[src/design/rc_pulse_axis_target_defines.svh]
// ----------------------------------------------------------------------------
// rc_pulse_axis_target_defines.svh
// Assertion macros for the RC axis target block, included by rc_pulse_axis_target.sv.
// ----------------------------------------------------------------------------
`ifndef RC_PULSE_AXIS_TARGET_DEFINES_SVH
`define RC_PULSE_AXIS_TARGET_DEFINES_SVH

// Same-cycle implication, disabled while reset is high.
`define RCPAT_ASSERT_IMPLY(label, clk, rst, ante, cons) \
  label: assert property (@(posedge clk) disable iff (rst) (ante) |-> (cons)) \
    else $error("rcpat: assertion failed");

// Next-cycle implication, disabled while reset is high.
`define RCPAT_ASSERT_NEXT(label, clk, rst, ante, cons) \
  label: assert property (@(posedge clk) disable iff (rst) (ante) |=> (cons)) \
    else $error("rcpat: assertion failed");

`endif

[src/design/rcpat_pkg.sv]
// ----------------------------------------------------------------------------
// rcpat_pkg
// Types, constants and register codes for the RC axis target block.
// ----------------------------------------------------------------------------
`default_nettype none

package rcpat_pkg;

  // Pulse timing constants, in timer ticks.
  localparam int MID_WIDTH  = 24000;
  localparam int DEAD_BAND  = 80;
  localparam int FULL_RANGE = 16000;

  // Integrating-mode scale divisor and its reciprocal.
  localparam int          SLEW_DIV    = FULL_RANGE / 2;
  localparam int          PROD_W      = 31;
  localparam int          RECIP_SHIFT = 31;
  localparam longint      RECIP_L     = (64'd1 << RECIP_SHIFT) / SLEW_DIV;
  localparam int          RECIP_W     = $clog2(RECIP_L + 1);
  localparam int          QUO_W       = $clog2(((64'd1 << PROD_W) - 1) / SLEW_DIV + 1);
  localparam int          SUM_W       = ((QUO_W + 1) > 16 ? (QUO_W + 1) : 16) + 1;
  localparam logic [RECIP_W-1:0] RECIP  = RECIP_W'(RECIP_L);
  localparam logic [PROD_W-1:0]  DIV_C  = PROD_W'(SLEW_DIV);

  // Wrapped 16-bit offsets of the pulse width thresholds.
  localparam logic [15:0] MID16 = 16'(((MID_WIDTH % 65536) + 65536) % 65536);
  localparam logic [15:0] HI16  = 16'((((MID_WIDTH + DEAD_BAND) % 65536) + 65536) % 65536);
  localparam logic [15:0] LO16  = 16'((((MID_WIDTH - DEAD_BAND) % 65536) + 65536) % 65536);

  // Absolute-mode filter: new = (off + old * FILT_NUM) / FILT_DEN.
  localparam int FILT_NUM   = 1023;
  localparam int FILT_DEN   = 1024;
  localparam int FILT_SHIFT = $clog2(FILT_DEN);
  localparam int FILT_W     = 28;

  typedef enum logic {
    OP_PIN  = 1'b0,
    OP_EVAL = 1'b1
  } op_t;

  typedef enum logic [2:0] {
    REG_MODE      = 3'd0,
    REG_SLEW      = 3'd1,
    REG_MAX_ANGLE = 3'd2,
    REG_MIN_ANGLE = 3'd3,
    REG_MID_ANGLE = 3'd4,
    REG_DEF_ANGLE = 3'd5,
    REG_TIMEOUT   = 3'd6
  } reg_idx_t;

  localparam logic [15:0] TIMEOUT_RESET = 16'd100;

  typedef struct packed {
    op_t         op;
    logic        pin_level;
    logic [15:0] time_stamp;
  } item_t;

  typedef struct packed {
    logic signed [15:0] target_angle;
    logic               timed_out;
  } result_t;

  typedef struct packed {
    logic               mode_absolute;
    logic [14:0]        max_slew_rate;
    logic signed [15:0] max_angle;
    logic signed [15:0] min_angle;
    logic signed [15:0] mid_angle;
    logic signed [15:0] default_angle;
    logic [15:0]        timeout_limit;
  } cfg_t;

  // Evaluate tick as it reaches the final update stage.
  typedef struct packed {
    logic                   done;
    logic                   hold;
    logic signed [QUO_W:0]  step;
    logic signed [15:0]     offset;
  } tail_t;

  typedef struct packed {
    logic [15:0]        miss_count;
    logic signed [15:0] target_value;
    logic signed [15:0] smoothed_offset;
  } axis_state_t;

endpackage

`default_nettype wire

[src/design/rcpat_update.sv]
// ----------------------------------------------------------------------------
// rcpat_update
// Final update of the axis state for one evaluate tick.
// ----------------------------------------------------------------------------
`default_nettype none

module rcpat_update (
  input  var rcpat_pkg::cfg_t        cfg,
  input  var rcpat_pkg::tail_t       tail,
  input  var rcpat_pkg::axis_state_t axis,
  output rcpat_pkg::axis_state_t     axis_next,
  output rcpat_pkg::result_t         result
);

  localparam int SW = rcpat_pkg::SUM_W;
  localparam int FW = rcpat_pkg::FILT_W;
  localparam logic signed [FW-1:0] FNUM = FW'(rcpat_pkg::FILT_NUM);
  localparam logic signed [FW-1:0] FBIAS = FW'(rcpat_pkg::FILT_DEN - 1);

  logic signed [SW-1:0] sum;
  logic signed [SW-1:0] max_ext;
  logic signed [SW-1:0] min_ext;
  logic signed [SW-1:0] clip_hi;
  logic signed [SW-1:0] clip;
  logic signed [FW-1:0] acc;
  logic signed [FW-1:0] filt;
  logic signed [15:0]   smooth_new;

  // Integrating path: add the scaled step, clamp high first, then low.
  assign sum = SW'(axis.target_value) + SW'(tail.step);
  assign max_ext = SW'(cfg.max_angle);
  assign min_ext = SW'(cfg.min_angle);
  assign clip_hi = (sum > max_ext) ? max_ext : sum;
  assign clip = (clip_hi < min_ext) ? min_ext : clip_hi;

  // Absolute path: IIR with division truncating toward zero.
  assign acc = FW'(tail.offset) + FW'(axis.smoothed_offset) * FNUM;
  assign filt = acc[FW-1] ? ((acc + FBIAS) >>> rcpat_pkg::FILT_SHIFT)
                          : (acc >>> rcpat_pkg::FILT_SHIFT);
  assign smooth_new = filt[15:0];

  always_comb begin
    axis_next = axis;
    result.timed_out = 1'b0;
    if (tail.done) begin
      axis_next.miss_count = '0;
      if (cfg.mode_absolute) begin
        axis_next.smoothed_offset = smooth_new;
        axis_next.target_value = smooth_new + cfg.mid_angle;
      end else if (!tail.hold) begin
        axis_next.target_value = clip[15:0];
      end
    end else if (axis.miss_count >= cfg.timeout_limit) begin
      axis_next.target_value = cfg.default_angle;
      result.timed_out = 1'b1;
    end else begin
      axis_next.miss_count = axis.miss_count + 16'd1;
    end
    result.target_angle = axis_next.target_value;
  end

endmodule

`default_nettype wire

[src/design/rc_pulse_axis_target.sv]
// ----------------------------------------------------------------------------
// rc_pulse_axis_target
// One RC servo axis: pulse width decoding and target angle generation.
//
// The block takes one item per clock while item_stall is low: pin-change
// samples update the pulse latch at the edge where they are accepted and give
// no result, while each evaluate tick gives one result after passing through
// five registers in a row (the input stage, a 15x16 gain multiply, a
// reciprocal multiply for the division by half the full range, the quotient
// correction, and the state update into the output register). The four
// pipeline stages and the output register advance independently, so an item
// is only refused when all of them are full and the output is stalled.
// Configuration is written over the APB port at byte address 4*i and must
// only change while no tick is in flight.
// ----------------------------------------------------------------------------
`default_nettype none

`include "rc_pulse_axis_target_defines.svh"

module rc_pulse_axis_target (
  input  wire                    clk,
  input  wire                    rst,
  // Item channel.
  input  wire                    item_valid,
  output logic                   item_stall,
  input  var rcpat_pkg::item_t   item,
  // Result channel.
  output logic                   result_valid,
  input  wire                    result_stall,
  output rcpat_pkg::result_t     result,
  // Register port.
  input  wire                    psel,
  input  wire                    penable,
  input  wire                    pwrite,
  input  wire  [4:0]             paddr,
  input  wire  [31:0]            pwdata,
  output logic [31:0]            prdata,
  output logic                   pready
);

  localparam int PW = rcpat_pkg::PROD_W;
  localparam int QW = rcpat_pkg::QUO_W;
  localparam int RW = rcpat_pkg::RECIP_W;

  typedef struct packed {
    logic               done;
    logic               hold;
    logic               neg;
    logic [15:0]        mag;
    logic signed [15:0] offset;
  } s1_t;

  typedef struct packed {
    logic               done;
    logic               hold;
    logic               neg;
    logic [PW-1:0]      prod;
    logic signed [15:0] offset;
  } s2_t;

  typedef struct packed {
    logic               done;
    logic               hold;
    logic               neg;
    logic [PW-1:0]      prod;
    logic [QW-1:0]      quo;
    logic signed [15:0] offset;
  } s3_t;

  // Configuration registers.
  rcpat_pkg::cfg_t cfg;
  logic            cfg_write;

  // Pulse latch state.
  logic        last_level;
  logic [15:0] stamp_or_width;
  logic        pulse_done;

  // Axis state owned by the final stage.
  rcpat_pkg::axis_state_t axis;
  rcpat_pkg::axis_state_t axis_next;
  rcpat_pkg::result_t     result_next;

  // Pipeline stages.
  logic             v1, v2, v3, v4;
  logic             ld1, ld2, ld3, ld4, ld5;
  s1_t              s1;
  s1_t              s1_next;
  s2_t              s2;
  s3_t              s3;
  rcpat_pkg::tail_t s4;
  rcpat_pkg::tail_t s4_next;

  logic             item_take;
  logic             eval_take;
  logic [15:0]      above;
  logic [15:0]      below;
  logic             pos;
  logic [15:0]      live;
  logic [PW+RW-1:0] recip_prod;
  logic [PW-1:0]    rem;
  logic [QW-1:0]    quo_fix;

  // --------------------------------------------------------------------------
  // Register port. Writes land on the access phase; reads are combinational.
  // --------------------------------------------------------------------------
  assign pready = 1'b1;
  assign cfg_write = psel && penable && pwrite && pready;

  always_ff @(posedge clk) begin
    if (rst) begin
      cfg.mode_absolute <= 1'b0;
      cfg.max_slew_rate <= '0;
      cfg.max_angle     <= '0;
      cfg.min_angle     <= '0;
      cfg.mid_angle     <= '0;
      cfg.default_angle <= '0;
      cfg.timeout_limit <= rcpat_pkg::TIMEOUT_RESET;
    end else if (cfg_write) begin
      case (rcpat_pkg::reg_idx_t'(paddr[4:2]))
        rcpat_pkg::REG_MODE:      cfg.mode_absolute <= pwdata[0];
        rcpat_pkg::REG_SLEW:      cfg.max_slew_rate <= pwdata[14:0];
        rcpat_pkg::REG_MAX_ANGLE: cfg.max_angle     <= pwdata[15:0];
        rcpat_pkg::REG_MIN_ANGLE: cfg.min_angle     <= pwdata[15:0];
        rcpat_pkg::REG_MID_ANGLE: cfg.mid_angle     <= pwdata[15:0];
        rcpat_pkg::REG_DEF_ANGLE: cfg.default_angle <= pwdata[15:0];
        rcpat_pkg::REG_TIMEOUT:   cfg.timeout_limit <= pwdata[15:0];
        default: ;
      endcase
    end
  end

  always_comb begin
    case (rcpat_pkg::reg_idx_t'(paddr[4:2]))
      rcpat_pkg::REG_MODE:      prdata = {31'd0, cfg.mode_absolute};
      rcpat_pkg::REG_SLEW:      prdata = {17'd0, cfg.max_slew_rate};
      rcpat_pkg::REG_MAX_ANGLE: prdata = {{16{cfg.max_angle[15]}}, cfg.max_angle};
      rcpat_pkg::REG_MIN_ANGLE: prdata = {{16{cfg.min_angle[15]}}, cfg.min_angle};
      rcpat_pkg::REG_MID_ANGLE: prdata = {{16{cfg.mid_angle[15]}}, cfg.mid_angle};
      rcpat_pkg::REG_DEF_ANGLE: prdata = {{16{cfg.default_angle[15]}}, cfg.default_angle};
      rcpat_pkg::REG_TIMEOUT:   prdata = {16'd0, cfg.timeout_limit};
      default:                  prdata = '0;
    endcase
  end

  // --------------------------------------------------------------------------
  // Flow control. Each stage loads when it is empty or its item moves on, so
  // bubbles collapse and the input keeps flowing behind a stalled result.
  // --------------------------------------------------------------------------
  assign ld5 = !result_valid || !result_stall;
  assign ld4 = !v4 || ld5;
  assign ld3 = !v3 || ld4;
  assign ld2 = !v2 || ld3;
  assign ld1 = !v1 || ld2;
  assign item_stall = !ld1;
  assign item_take = item_valid && ld1;
  assign eval_take = item_take && (item.op == rcpat_pkg::OP_EVAL);

  // --------------------------------------------------------------------------
  // Pulse latch. Pin samples act at acceptance, so every tick behind them
  // sees the width they leave, and every tick before them has its snapshot.
  // --------------------------------------------------------------------------
  always_ff @(posedge clk) begin
    if (rst) begin
      last_level     <= 1'b0;
      stamp_or_width <= '0;
      pulse_done     <= 1'b0;
    end else if (item_take && (item.op == rcpat_pkg::OP_PIN)) begin
      last_level <= item.pin_level;
      if (item.pin_level != last_level) begin
        if (item.pin_level) begin
          stamp_or_width <= item.time_stamp;
          pulse_done     <= 1'b0;
        end else begin
          stamp_or_width <= item.time_stamp - stamp_or_width;
          pulse_done     <= 1'b1;
        end
      end
    end
  end

  // Stick offset outside the deadband: positive above the upper threshold,
  // negative below the lower one, held in between (all with 16-bit wrap).
  assign above = stamp_or_width - rcpat_pkg::HI16;
  assign below = stamp_or_width - rcpat_pkg::LO16;
  assign pos   = !above[15] && (above != 16'd0);
  assign live  = pos ? above : below;

  always_comb begin
    s1_next.done   = pulse_done;
    s1_next.hold   = !pos && !below[15];
    s1_next.neg    = !pos;
    s1_next.mag    = pos ? live : (16'd0 - live);
    s1_next.offset = stamp_or_width - rcpat_pkg::MID16;
  end

  // --------------------------------------------------------------------------
  // Scaling pipeline: |offset| * gain, then divide by half the full range
  // through a reciprocal estimate that is low by at most one, then correct.
  // --------------------------------------------------------------------------
  assign recip_prod = (PW + RW)'(s2.prod) * (PW + RW)'(rcpat_pkg::RECIP);
  assign rem = s3.prod - PW'(s3.quo) * rcpat_pkg::DIV_C;
  assign quo_fix = s3.quo + QW'(rem >= rcpat_pkg::DIV_C);

  always_comb begin
    s4_next.done   = s3.done;
    s4_next.hold   = s3.hold;
    s4_next.offset = s3.offset;
    s4_next.step   = s3.neg ? -$signed({1'b0, quo_fix}) : $signed({1'b0, quo_fix});
  end

  always_ff @(posedge clk) begin
    if (rst) begin
      v1 <= 1'b0;
      v2 <= 1'b0;
      v3 <= 1'b0;
      v4 <= 1'b0;
    end else begin
      if (ld1) v1 <= eval_take;
      if (ld2) v2 <= v1;
      if (ld3) v3 <= v2;
      if (ld4) v4 <= v3;
    end
  end

  always_ff @(posedge clk) begin
    if (ld1 && eval_take) begin
      s1 <= s1_next;
    end
    if (ld2 && v1) begin
      s2.done   <= s1.done;
      s2.hold   <= s1.hold;
      s2.neg    <= s1.neg;
      s2.offset <= s1.offset;
      s2.prod   <= PW'(cfg.max_slew_rate) * PW'(s1.mag);
    end
    if (ld3 && v2) begin
      s3.done   <= s2.done;
      s3.hold   <= s2.hold;
      s3.neg    <= s2.neg;
      s3.offset <= s2.offset;
      s3.prod   <= s2.prod;
      s3.quo    <= recip_prod[rcpat_pkg::RECIP_SHIFT +: QW];
    end
    if (ld4 && v3) begin
      s4 <= s4_next;
    end
  end

  // --------------------------------------------------------------------------
  // Final stage: axis state update and the result register.
  // --------------------------------------------------------------------------
  rcpat_update u_update (
    .cfg       (cfg),
    .tail      (s4),
    .axis      (axis),
    .axis_next (axis_next),
    .result    (result_next)
  );

  always_ff @(posedge clk) begin
    if (rst) begin
      result_valid <= 1'b0;
      axis         <= '0;
    end else if (ld5) begin
      result_valid <= v4;
      if (v4) begin
        axis <= axis_next;
      end
    end
  end

  always_ff @(posedge clk) begin
    if (ld5 && v4) begin
      result <= result_next;
    end
  end

  // --------------------------------------------------------------------------
  // Assertions.
  // --------------------------------------------------------------------------
  // A timeout result always carries the default angle.
  `RCPAT_ASSERT_IMPLY(a_timeout_default, clk, rst,
    result_valid && result.timed_out, result.target_angle == cfg.default_angle)
  // A rising pin edge opens a new pulse.
  `RCPAT_ASSERT_NEXT(a_rise_clears_done, clk, rst,
    item_take && (item.op == rcpat_pkg::OP_PIN) && item.pin_level && !last_level,
    !pulse_done)
  // Items are refused only when every stage and the result register are full.
  `RCPAT_ASSERT_IMPLY(a_stall_only_full, clk, rst,
    item_stall, v1 && v2 && v3 && v4 && result_valid && result_stall)
  // A tick with a complete pulse restarts the miss count.
  `RCPAT_ASSERT_NEXT(a_done_clears_miss, clk, rst,
    v4 && ld5 && s4.done, axis.miss_count == 16'd0)

endmodule

`default_nettype wire

[config.mk]
export PLATFORM = sky130hd
export DESIGN_NAME = rc_pulse_axis_target
export DESIGN_NICKNAME = d
export VERILOG_FILES = /design/src/design/rcpat_pkg.sv /design/src/design/rcpat_update.sv /design/src/design/rc_pulse_axis_target.sv
export VERILOG_INCLUDE_DIRS = /design/src /design/src/design
export SDC_FILE = /design/constraint.sdc
export NUM_CORES = 2
export LEC_CHECK = 0
export CAP_MARGIN = 10
export CORE_MARGIN = 2
export CORE_UTILIZATION = 55
export CTS_BUF_LIST = sky130_fd_sc_hd__clkbuf_4
export DETAILED_ROUTE_END_ITERATION = 7
export DONT_BUFFER_PORTS = 1
export PLACE_DENSITY = 0.81
export SETUP_SLACK_MARGIN = 0.1
export SLEW_MARGIN = 0
export SYNTH_ARGS = -nofsm -noshare
export SYNTH_HDL_FRONTEND = slang
export SYNTH_SLANG_ARGS = --single-unit
export TNS_END_PERCENT = 5
[constraint.sdc]
create_clock -name clk -period 11 [get_ports clk]
set_clock_uncertainty 0.1 [all_clocks]
set_input_delay 0 -clock clk [delete_from_list [all_inputs] [get_ports clk]]
set_output_delay 0 -clock clk [all_outputs]
set_load 0.01 [all_outputs]
==> summary.md <==
| Metric | Value |
|---|---|
| Tot Pwr | `7.91 mW` |
| Number of remaining DRC errors | `0` |
| Syn. warnings | `0` |
| Placed Instances | `5473` |
| Register Area | `0.00941 sq mm` |
| Rel. slew slack | `17.7%` |
| Peak supply drop | `0.419 mV` |
| Setup slack, reg-to-reg | `roughly 0.84 ns` |
| Worst setup EP type | `register` |
| CTS Root Cell | `clkbuf_4` |
| Number of global-route vias before repair | `34358` |
| Worst Slack Setup Final | `roughly 0.84 ns` |
| Post-synth EDFFs | `around 200` |
| Fin cells | `5792` |
| Synthesis-to-layout area growth | `8.49%` |
| Boundary Pins | `114` |
| Hold Path Depth | `1` |
| Avg Vias per Cell | `5.74` |
| Syn nets | `5686` |
| Total negative slack | `0 ns` |
| Port bufs | `0` |
| Worst Path Required | `about 11 ns` |
| TritonCTS clock tree | `built` |
| Footprint of the multi-input gates | `0.0298 sq mm` |
| Die width | `283 microns` |
| Worst Tran Pin Value | `approximately 1.2 ns` |
| Sequential area share after synthesis | `22.0%` |
| Final worst-path cycle share | `between 90 and 100%` |
| R2r endpoint | `s4[34]` |
| R2R cell count | `39` |
| Pwr per Cell Area | `170 mW/mm^2` |
| Worst-path clk slew | `around 0.060 ns` |
| CTS Buf Count | `95` |
| # nets final | `between 5000 and 6000` |
| Mapped cell area | `0.0428 sq mm` |
| Max_cap viols | `0` |
| Hold_sp | `paddr[2]` |
| Syn_area_per_cell | `9.37 sq um` |
| Drt pass-1 iters | `6` |
| FF+latch count, synth | `369` |
| Worst Path Arrival | `10.61 ns` |
| Min Tclk post-route | `10.16 ns` |
| CTS H-Tree Depth | `3` |
| Hold Path Sink | `prdata[5]` |
| Setup violations, final | `0` |
| Die area | `about 0.080 sq mm` |
| Syn Inst Count | `4566` |
| Clock tree buffer depth | `3` |
| Unrepaired setup endpoints after global routing | `no` |
| # rows | `102` |
| HPWL after detailed placement | `80900 microns` |
| Die H | `between 200 and 300 microns` |
| Vias after detailed routing | `33238` |
| CP max-delay cell | `fa_1` |
| Core region area | `0.0772 sq mm` |
| Final Core Density | `60.1%` |
| Crit Path Class | `reg -> reg` |
| Worst Hold Class | `in -> out` |
| Filler cells | `6055` |
| Slew Limit Fails | `0` |
| Clk sinks | `369` |
| DRT Wirelength | `107000 microns` |
| Count of final hold-check violations | `0` |
| Ys flop type | `edfxtp_1` |
| Peak Freq | `98.4 MHz` |
| Layout cells sized above 1 | `about 5.5%` |
| Asr flop ratio synth | `0%` |
| Starting Density | `55.4%` |
| Post-synthesis cell type count | `85` |
| DRT iter0 DRCs | `approximately 2700` |
| Critical-path maximum fanout | `5` |
| Total global-route track usage | `a little over a quarter` |
| Routed WL per cell | `between 15 and 20 microns` |
| Initial antenna violation count | `3` |
| Worst-skew pair later-pin latency | `approximately 0.92 ns` |
| Congestion Overflow GR | `0` |
| Post-route ant nets | `0` |
| P_leak | `approximately 22 nW` |
| First-pass GRT wire length | `about 180000 microns` |
| Startpoint types | `register` |
| Slowest stage delay, CP | `approximately 0.54 ns` |
| Pre-CTS WS | `0.613 ns` |
| Largest net degree at the start of global routing | `143` |
| Crit Reg-Reg Startpoint | `s3[17]` |
| Routability cong. | `0.972` |
| Outcome | `complete, no violations` |
[synthesized netlist by cell type, types with 8 or more instances]
cell | n | area [sq um]
xor2_1 | 90 | 788
a31oi_1 | 20 | 125
o22ai_1 | 16 | 100
ha_1 | 556 | 6960
or3_1 | 15 | 93.8
nand3_1 | 59 | 295
dfxtp_1 | 167 | 3340
or2_2 | 9 | 56.3
fa_1 | 502 | 10000
nor2b_1 | 32 | 200
and2_1 | 126 | 788
nand2b_1 | 28 | 175
o41ai_1 | 8 | 70.1
o21ai_0 | 124 | 621
nor2_1 | 215 | 807
nor3_1 | 49 | 245
a21oi_1 | 299 | 1500
o21a_1 | 31 | 233
edfxtp_1 | 202 | 6070
a2111oi_0 | 9 | 78.8
o211ai_1 | 21 | 158
a211oi_1 | 16 | 120
o21bai_1 | 18 | 135
nand2_1 | 499 | 1870
mux2i_1 | 38 | 380
mux2_2 | 32 | 360
a22oi_1 | 8 | 60.1
nor4_1 | 8 | 50.1
xnor2_1 | 157 | 1380
inv_1 | 803 | 3010
a21o_1 | 74 | 556
clkbuf_1 | 125 | 469
nand4_1 | 32 | 200
buf_4 | 16 | 120
a221oi_1 | 14 | 123
and3_1 | 22 | 138
[per-layer routing]
layer  routed length, microns  up-vias  global-route usage, %
met3                     8850      452                   4.77
met2                    50000     1490                   44.3
li1                         -    15252                      -
met5                        0        -                      0
met1                    42500    16044                   34.6
met4                     6060        0                   14.4
[worst max-delay path by stage]
stage / start / endpoint / slack [ns] / depth (start not counted)
finish: s3[17] / s4[34] / 0.84 / 39
detailed placement: s3[18] / s4[34] / 0.61 / 39
CTS: s3[18] / s4[34] / 0.56 / 39
global route: s3[17] / s4[34] / 0.07 / 39
floorplan: s3[16] / s4[34] / 1.78 / 39
global placement: s3[18] / s4[34] / 0.67 / 39
[placed cells by master (no fill, tap or decap), types with 10 or more instances in the layout]
cell type / n
clkbuf_4: 141
o21bai_1: 18
inv_1: 803
o21a_1: 31
o211ai_1: 21
nand2_1: 499
clkinv_1: 14
nand4_1: 32
a21o_1: 74
edfxtp_1: 202
o22ai_1: 16
mux2_2: 32
a21oi_1: 299
a221oi_1: 14
nor3_1: 47
o21ai_0: 124
ha_1: 556
nor2_1: 215
nand2b_1: 28
nand3_1: 59
buf_4: 20
mux2i_1: 38
or3_1: 15
xor2_1: 90
and3_1: 22
dlygate4sd3_1: 134
nor2b_1: 31
dfxtp_1: 167
xnor2_1: 157
a31oi_1: 19
a211oi_1: 16
fa_1: 502
clkinv_2: 10
and2_1: 126
[cell type report]
| class | instances | area share, % |
|---|---|---|
| multi-input cells | 3243 | 64.2 |
| inverters | 804 | 6.50 |
| flip-flops and latches | 369 | 20.3 |
| clock buffers | 141 | 2.28 |
| well taps | 1040 | 2.80 |
| diodes | 5 | 0.0269 |
| clock inverters | 33 | 0.579 |
| repair buffers | 157 | 3.35 |
[registers in the layout (all words and copies together), names as in the netlist, 16 cells and up]
| name | flops |
|---|---|
| s2 | 50 |
| s3 | 63 |
| s1 | 34 |
| axis | 48 |
| s4 | 38 |
| stamp_or_width | 16 |
| result | 17 |
| cfg | 96 |
[worst max-delay path, delay by kind of cell (launching register included)]
| family | cells | cell delay (ns) |
|---|---|---|
| buffers and inverters | 2 | 0.09 |
| XOR/XNOR | 2 | 0.30 |
| AO/OA/AOI/OAI | 13 | 3.22 |
| adder cells (fa/ha/maj) | 8 | 3.24 |
| AND/OR/NAND/NOR | 14 | 2.44 |
| flip-flops | 1 | 0.49 |
[where the power goes]
part | internal [mW] | switching [mW]
clock | 0.689 | 0.638
combinational | 2.15 | 2.84
sequential | 1.52 | 0.0683
total | 4.36 | 3.55
[through the flow]
stage / hold slack (ns) / area, sq um
6_report: 0.0182 / 46400
5_1_grt: 0.0197 / 46400
4_1_cts: 0.00213 / 46400
3_5_place_dp: -0.00963 / 43700
3_3_place_gp: -0.0117 / 43700
2_1_floorplan: 0.0360 / 42800
[kinds of logic after synthesis]
| family | synth area share, % |
|---|---|
| AOI/OAI and AO/OA | 10.9 |
| xor gates and xnor gates | 5.05 |
| adders and majority gates | 39.7 |
| buffers and inverters | 8.51 |
| DFF | 22.0 |
| muxes | 1.73 |
| other | 0.00876 |
| and+or+nand+nor | 12.1 |
[what timing repair did]
action                     4_1_cts  5_1_grt
setup endpoints to repair        0       10
hold endpoints to repair       253        0
gates resized for setup          0        1
buffers inserted                 0        3
hold buffers                   135        0
(Power assumes the default switching activity.)
